<file path="src/sv/md5trr_pkg.sv">
// ============================================================================
// md5trr_pkg
// Shared constants, types and step tables for the MD5 tail-round reversal.
// ============================================================================
package md5trr_pkg;

    typedef logic [31:0] t_word;
    typedef logic [3:0]  t_word_idx;
    typedef logic [4:0]  t_rot;

    // MD5 initial chaining values.
    localparam t_word INIT_A = 32'h6745_2301;
    localparam t_word INIT_B = 32'hEFCD_AB89;
    localparam t_word INIT_C = 32'h98BA_DCFE;
    localparam t_word INIT_D = 32'h1032_5476;

    // Number of undo steps (MD5 steps 64 down to 50).
    localparam int NUM_STEPS = 15;

    // Register indexes of the configuration port.
    localparam logic [1:0] REG_DIGEST_A = 2'd0;
    localparam logic [1:0] REG_DIGEST_B = 2'd1;
    localparam logic [1:0] REG_DIGEST_C = 2'd2;
    localparam logic [1:0] REG_DIGEST_D = 2'd3;

    // Message word used by each undo step.
    function automatic t_word_idx step_word(input logic [3:0] n);
        t_word_idx k;
        case (n)
            4'd0:    k = 4'd9;
            4'd1:    k = 4'd2;
            4'd2:    k = 4'd11;
            4'd3:    k = 4'd4;
            4'd4:    k = 4'd13;
            4'd5:    k = 4'd6;
            4'd6:    k = 4'd15;
            4'd7:    k = 4'd8;
            4'd8:    k = 4'd1;
            4'd9:    k = 4'd10;
            4'd10:   k = 4'd3;
            4'd11:   k = 4'd12;
            4'd12:   k = 4'd5;
            4'd13:   k = 4'd14;
            4'd14:   k = 4'd7;
            default: k = 4'd0;
        endcase
        return k;
    endfunction

    // Right-rotation amount of each undo step; the pattern repeats every four.
    function automatic t_rot step_rot(input logic [1:0] p);
        t_rot s;
        case (p)
            2'd0:    s = 5'd21;
            2'd1:    s = 5'd15;
            2'd2:    s = 5'd10;
            default: s = 5'd6;
        endcase
        return s;
    endfunction

    // Additive constant of each undo step.
    function automatic t_word step_const(input logic [3:0] n);
        t_word c;
        case (n)
            4'd0:    c = 32'heb86_d391;
            4'd1:    c = 32'h2ad7_d2bb;
            4'd2:    c = 32'hbd3a_f235;
            4'd3:    c = 32'hf753_7e82;
            4'd4:    c = 32'h4e08_11a1;
            4'd5:    c = 32'ha301_4314;
            4'd6:    c = 32'hfe2c_e6e0;
            4'd7:    c = 32'h6fa8_7e4f;
            4'd8:    c = 32'h8584_5dd1;
            4'd9:    c = 32'hffef_f47d;
            4'd10:   c = 32'h8f0c_cc92;
            4'd11:   c = 32'h655b_59c3;
            4'd12:   c = 32'hfc93_a039;
            4'd13:   c = 32'hab94_23a7;
            4'd14:   c = 32'h432a_ff97;
            default: c = 32'h0000_0000;
        endcase
        return c;
    endfunction

    // 32-bit rotate right.
    function automatic t_word rotr32(input t_word x, input t_rot s);
        logic [63:0] dbl;
        dbl = {x, x} >> s;
        return dbl[31:0];
    endfunction

endpackage

</file>
<file path="src/sv/md5_tail_round_reversal_top.sv">
// ============================================================================
// md5_tail_round_reversal_top
// Collects a 16-word MD5 message block and, on the last word, undoes MD5
// steps 64 down to 50 against the configured digest to produce a filter word.
// ============================================================================
//
//  Channel | Direction | Handshake                 | Payload
//  --------+-----------+---------------------------+------------------------------
//  in      | input     | i_in_valid / o_in_stall   | word_index, word_value, last
//  out     | output    | o_out_valid / i_out_stall | filter_value
//  cfg     | input     | i_cfg_we (no wait)        | i_cfg_index, i_cfg_data
//
// A word without the last flag is stored and the next word may follow at
// once. A last word runs one memory read to prime, then the fifteen undo
// steps in two halves each (the shared step unit and the single read port
// of the message memory set this), then the hand-off state, ST_DONE.
// Reset is synchronous and active low; it clears control and the digest
// registers but not the message memory. While a result word waits under
// stall, plain words keep loading; a reversal that finishes meanwhile holds
// in its hand-off state, with the input stalled, until the waiting word leaves.
module md5_tail_round_reversal_top (
    input  logic        i_clk,
    input  logic        i_rst_n,
    // Configuration write port
    input  logic        i_cfg_we,
    input  logic [1:0]  i_cfg_index,
    input  logic [31:0] i_cfg_data,
    // Input word channel
    input  logic        i_in_valid,
    output logic        o_in_stall,
    input  logic [3:0]  i_word_index,
    input  logic [31:0] i_word_value,
    input  logic        i_last_word,
    // Result word channel
    output logic        o_out_valid,
    input  logic        i_out_stall,
    output logic [31:0] o_filter_value
);

    // Sequencer states.
    localparam logic [1:0] ST_IDLE = 2'd0;
    localparam logic [1:0] ST_PREP = 2'd1;
    localparam logic [1:0] ST_RUN  = 2'd2;
    localparam logic [1:0] ST_DONE = 2'd3;

    localparam logic [3:0] LAST_STEP = 4'(md5trr_pkg::NUM_STEPS - 1);

    // Digest registers.
    md5trr_pkg::t_word r_dig_a, r_dig_b, r_dig_c, r_dig_d;

    // Message memory with a registered read port.
    md5trr_pkg::t_word r_mem [16];
    md5trr_pkg::t_word r_rd_data;
    md5trr_pkg::t_word_idx w_rd_idx;

    // Control state.
    logic [1:0] r_state, n_state;
    logic [3:0] r_step, n_step;
    logic       r_phase, n_phase;
    logic       r_out_valid, n_out_valid;

    // Working chaining words and step intermediates.
    md5trr_pkg::t_word r_a, r_b, r_c, r_d, n_a, n_b, n_c, n_d;
    md5trr_pkg::t_word r_t, r_mk, n_t, n_mk;
    md5trr_pkg::t_word r_out_data, n_out_data;

    // Step operands selected by the role rotation.
    md5trr_pkg::t_word w_x, w_y, w_z, w_w, w_f, w_res;

    logic w_in_accept;

    assign w_in_accept = i_in_valid && !o_in_stall;
    assign o_in_stall  = (r_state != ST_IDLE);
    assign o_out_valid = r_out_valid;
    assign o_filter_value = r_out_data;

    // Configuration writes; every 2-bit index names a register.
    always_ff @(posedge i_clk) begin
        if (!i_rst_n) begin
            r_dig_a <= '0;
            r_dig_b <= '0;
            r_dig_c <= '0;
            r_dig_d <= '0;
        end else if (i_cfg_we) begin
            case (i_cfg_index)
                md5trr_pkg::REG_DIGEST_A: r_dig_a <= i_cfg_data;
                md5trr_pkg::REG_DIGEST_B: r_dig_b <= i_cfg_data;
                md5trr_pkg::REG_DIGEST_C: r_dig_c <= i_cfg_data;
                md5trr_pkg::REG_DIGEST_D: r_dig_d <= i_cfg_data;
                default: ;
            endcase
        end
    end

    // The read address runs one step ahead of the step being computed.
    assign w_rd_idx = md5trr_pkg::step_word((r_state == ST_PREP) ? 4'd0 : r_step + 4'd1);

    // Message memory: write on an accepted word, read every cycle.
    always_ff @(posedge i_clk) begin
        if (w_in_accept) begin
            r_mem[i_word_index] <= i_word_value;
        end
        r_rd_data <= r_mem[w_rd_idx];
    end

    // Role rotation: the updated word cycles through B, C, D, A.
    always_comb begin
        case (r_step[1:0])
            2'd0: begin
                w_x = r_b; w_y = r_c; w_z = r_d; w_w = r_a;
            end
            2'd1: begin
                w_x = r_c; w_y = r_d; w_z = r_a; w_w = r_b;
            end
            2'd2: begin
                w_x = r_d; w_y = r_a; w_z = r_b; w_w = r_c;
            end
            default: begin
                w_x = r_a; w_y = r_b; w_z = r_c; w_w = r_d;
            end
        endcase
        w_f   = w_z ^ (w_y | ~w_w);
        w_res = r_t - r_mk;
    end

    // Sequencer and datapath next state.
    always_comb begin
        n_state     = r_state;
        n_step      = r_step;
        n_phase     = r_phase;
        n_out_valid = r_out_valid;
        n_out_data  = r_out_data;
        n_a         = r_a;
        n_b         = r_b;
        n_c         = r_c;
        n_d         = r_d;
        n_t         = r_t;
        n_mk        = r_mk;

        // The waiting result leaves when the consumer takes it.
        if (r_out_valid && !i_out_stall) begin
            n_out_valid = 1'b0;
        end

        case (r_state)
            ST_IDLE: begin
                if (w_in_accept && i_last_word) begin
                    n_a     = r_dig_a - md5trr_pkg::INIT_A;
                    n_b     = r_dig_b - md5trr_pkg::INIT_B;
                    n_c     = r_dig_c - md5trr_pkg::INIT_C;
                    n_d     = r_dig_d - md5trr_pkg::INIT_D;
                    n_step  = 4'd0;
                    n_phase = 1'b0;
                    n_state = ST_PREP;
                end
            end
            ST_PREP: begin
                n_state = ST_RUN;
            end
            ST_RUN: begin
                if (!r_phase) begin
                    // First half: rotate and subtract I; add word and constant.
                    n_t     = md5trr_pkg::rotr32(w_x - w_y, md5trr_pkg::step_rot(r_step[1:0]))
                              - w_f;
                    n_mk    = r_rd_data + md5trr_pkg::step_const(r_step);
                    n_phase = 1'b1;
                end else begin
                    // Second half: final subtract and write back the target word.
                    case (r_step[1:0])
                        2'd0:    n_b = w_res;
                        2'd1:    n_c = w_res;
                        2'd2:    n_d = w_res;
                        default: n_a = w_res;
                    endcase
                    n_phase = 1'b0;
                    if (r_step == LAST_STEP) begin
                        n_state = ST_DONE;
                    end else begin
                        n_step = r_step + 4'd1;
                    end
                end
            end
            ST_DONE: begin
                if (!r_out_valid || !i_out_stall) begin
                    n_out_valid = 1'b1;
                    n_out_data  = r_d;
                    n_state     = ST_IDLE;
                end
            end
            default: begin
                n_state = ST_IDLE;
            end
        endcase
    end

    // Control registers.
    always_ff @(posedge i_clk) begin
        if (!i_rst_n) begin
            r_state     <= ST_IDLE;
            r_step      <= '0;
            r_phase     <= 1'b0;
            r_out_valid <= 1'b0;
        end else begin
            r_state     <= n_state;
            r_step      <= n_step;
            r_phase     <= n_phase;
            r_out_valid <= n_out_valid;
        end
    end

    // Payload registers.
    always_ff @(posedge i_clk) begin
        r_a        <= n_a;
        r_b        <= n_b;
        r_c        <= n_c;
        r_d        <= n_d;
        r_t        <= n_t;
        r_mk       <= n_mk;
        r_out_data <= n_out_data;
    end

endmodule

</file>
<file path="config.mk">
export PLATFORM = sky130hd
export DESIGN_NAME = md5_tail_round_reversal_top
export DESIGN_NICKNAME = d
export VERILOG_FILES = /design/src/sv/md5trr_pkg.sv /design/src/sv/md5_tail_round_reversal_top.sv
export SDC_FILE = /design/constraint.sdc
export NUM_CORES = 2
export LEC_CHECK = 0
export ABC_AREA = 1
export BUFFER_PORTS_ARGS = -buffer_cell sky130_fd_sc_hd__buf_4
export CAP_MARGIN = 20
export CORE_UTILIZATION = 40
export CTS_CLUSTER_DIAMETER = 60
export DETAILED_ROUTE_END_ITERATION = 12
export GPL_ROUTABILITY_DRIVEN = 0
export PLACE_DENSITY = 0.64
export SLEW_MARGIN = 15
export SYNTH_ARGS = -nofsm -noshare
export SYNTH_HDL_FRONTEND = slang
export SYNTH_SLANG_ARGS = --single-unit
</file>
<file path="constraint.sdc">
create_clock -name i_clk -period 16.7 [get_ports i_clk]
set_input_delay 1.67 -clock i_clk [delete_from_list [all_inputs] [get_ports i_clk]]
set_output_delay 1.67 -clock i_clk [all_outputs]
set_load 0.02 [all_outputs]
</file>
==> results.yml <==
run_status:
  status: "finished, violations left"
  violations: "DRC"
min_path:
  worstHoldPathType: "reg -> reg"
sta:
  rsz0062_at_grt: "no"
  maxSlewViolCount: 0
  finalHoldViolCount: 0
  clock_skew_ns: 0.0941
  max_slew_margin: 0.287
  finalSetupViolations: 0
  tns_ns: 0
  fin_crit_ns: 7.85
  fmaxAchievable_mhz: 127
  worst_pin_slew_ns: 1.07
  fin_crit_sh: 0.470
die:
  io_pins: 110
  rows: 129
  initial_core_util: 0.404
  dieArea_um2: 127000
  die_w_um: 356
  die_h_um: 356
  core_area_um2: 124000
logic_synthesis:
  yosysMostFrequentCell: "nand2_1"
  synth_top_area_cell: "edfxtp_1"
  yosysTopAreaCellShare: 0.441
  synth_enable_flop_cells: 736
  synthCells: 5669
  synthesis.area_um2: 50100
  ys_seq_elements: 936
  async_reset_ff_frac: 0
  ys.flop_type: "edfxtp_1"
  yosys_warnings: 0
  syn-num-nets: 5902
  syn_area_per_cell_um2: 8.83
  synth_area_leaders: "edfxtp_1 (44%), o21ai_0 (8.1%), dfxtp_1 (8.0%)"
  seq_area_frac_synth: 0.521
  synthTopCellsByCount: "nand2_1 (836), o21ai_0 (806), edfxtp_1 (736)"
  ys_types: 57
worst_setup_path:
  slowest_stage: "buf_4"
  cp_max_fo: 78
  critPathArrivalTime_ns: 8.26
  worstSetupEndpointType: "register"
  worstSetupPathType: "reg -> reg"
  crit_top_cell: "nand2_1"
  critPathLaunchType: "register"
  required_ns: 17.10
  slowest_delay_ns: 0.67
global_route:
  grt_pass1_vias: 38956
  grtUsageTotal: 0.238
  grt_start_max_net_pins: 159
  gr-total-overflow: 0
  grt_first_pass_wirelength_mm: 233
  antenna_found_initial: 7
clock_tree:
  htreeDepth: 3
  cts_resized: 0
  ctsHoldBuffers: 0
  root_buffer: "clkbuf_16"
  tritoncts: "built"
  post_cts_buffers: 0
  path_clk_slew_ns: 0.06
  cts_buffer_depth: 3
  numCtsBuffers: 104
  insertion_delay_ns: 0.77
  cts_sinks: 936
placement:
  numPortBuffers: 109
  dp_hpwl_mm: 105
route:
  routed_via_density: 5.69
  wl_mm: 154
  routedWlPerCell_um: 20.8
  num_vias: 42095
  dr.pass1.iters: 12
  drc: 12
  drt_iter0_drc: 5512
  antenna_left: 0
finish:
  final_nets: 5901
  areaGrowthSynthToFinish_pct: 12.4
  drive_gt1_frac: 0.0741
flow_run:
  drv_cap: 0
worst paths after layout:
| path | from | end | slack, ns | depth (start not counted) |
|---|---|---|---|---|
| max reg2reg | r_step[0] | r_t[21] | 8.85 | 36 |
| min reg2reg | r_dig_d[0] | r_dig_d[0] | 0.46 | 2 |
| min | r_dig_d[0] | r_dig_d[0] | 0.46 | 2 |
| max | r_step[0] | r_t[21] | 8.85 | 36 |
metrics by stage:
stage	hold WS, ns	cell area [um^2]	setup WS [ns]	utilization	cells
global placement	0.451	52500	9.27	0.424	7194
CTS	0.470	56200	8.97	0.453	7394
floorplan	0.424	50100	10.92	-	5669
finish	0.462	56300	8.85	0.454	7398
detailed placement	0.460	52600	9.07	0.424	7196
global route	0.483	56300	8.36	0.454	7397
cell families after synthesis:
group,Yosys count,synth area share
xor gates and xnor gates,136,0.0238
muxes,2,0.000400
DFF,936,0.521
and+or+nand+nor,1936,0.161
adders and majority gates,157,0.0398
AOI/OAI and AO/OA,1643,0.188
buffers and inverters,859,0.0655
layer usage:
layer / vias up / track usage / wire, um
met1: 19852 / 0.322 / 64500
met5: - / 0 / 41
met4: 6 / 0.106 / 7050
met3: 345 / 0.0411 / 13000
li1: 20004 / - / -
met2: 1888 / 0.374 / 69400
flip-flops by register name, indices dropped and copies added, names as in the netlist, named ones only:
| name | count |
|---|---|
| r_d | 32 |
| o_out_valid | 1 |
| r_dig_a | 32 |
| r_rd_data | 32 |
| r_t | 32 |
| r_phase | 1 |
| r_mk | 32 |
| r_a | 32 |
| r_dig_b | 32 |
| r_step | 4 |
| r_dig_c | 32 |
| r_state | 2 |
| r_dig_d | 32 |
| r_c | 32 |
| o_filter_value | 32 |
| r_mem | 512 |
| r_b | 32 |
placed cells by master (no fill, tap or decap), drive strengths merged, types with 3 or more instances in the layout:
master      n
o21ai     850
nand2     840
edfxtp    736
nor2      588
inv       583
nand3     405
a21oi     331
dfxtp     200
o22ai     199
buf       169
ha        153
clkbuf    139
o221ai    100
xor2       99
o211ai     49
clkinv     43
nor3       38
xnor2      37
a221oi     37
nand4      26
o31ai      18
or2        16
a31oi      15
nor4       13
bufinv     13
a21o       11
o21bai      9
o21a        8
a21boi      6
nand3b      5
fa          4
clkinvlp    3
cell type report:
type / count / area (um^2)
inverter: 583 / 2200
antenna: 1 / 2.50
timing repair buffer: 169 / 1350
multi-input combinational: 3874 / 20900
clock buffer: 139 / 2820
tap: 1637 / 2050
clock inverter: 59 / 818
fill: 11732 / 67700
sequential: 936 / 26100
critical path, delay by kind of cell (launching register included):
family | cells | cell delay (ns)
compound gates | 10 | 2.24
fa+ha+maj | 4 | 1.28
flops | 1 | 0.46
buf+inv | 6 | 1.58
simple gates | 15 | 1.63
xor+xnor | 1 | 0.17
Power is not shown: default switching activity piles up to over one toggle a cycle in this logic, so the estimate is an artifact.
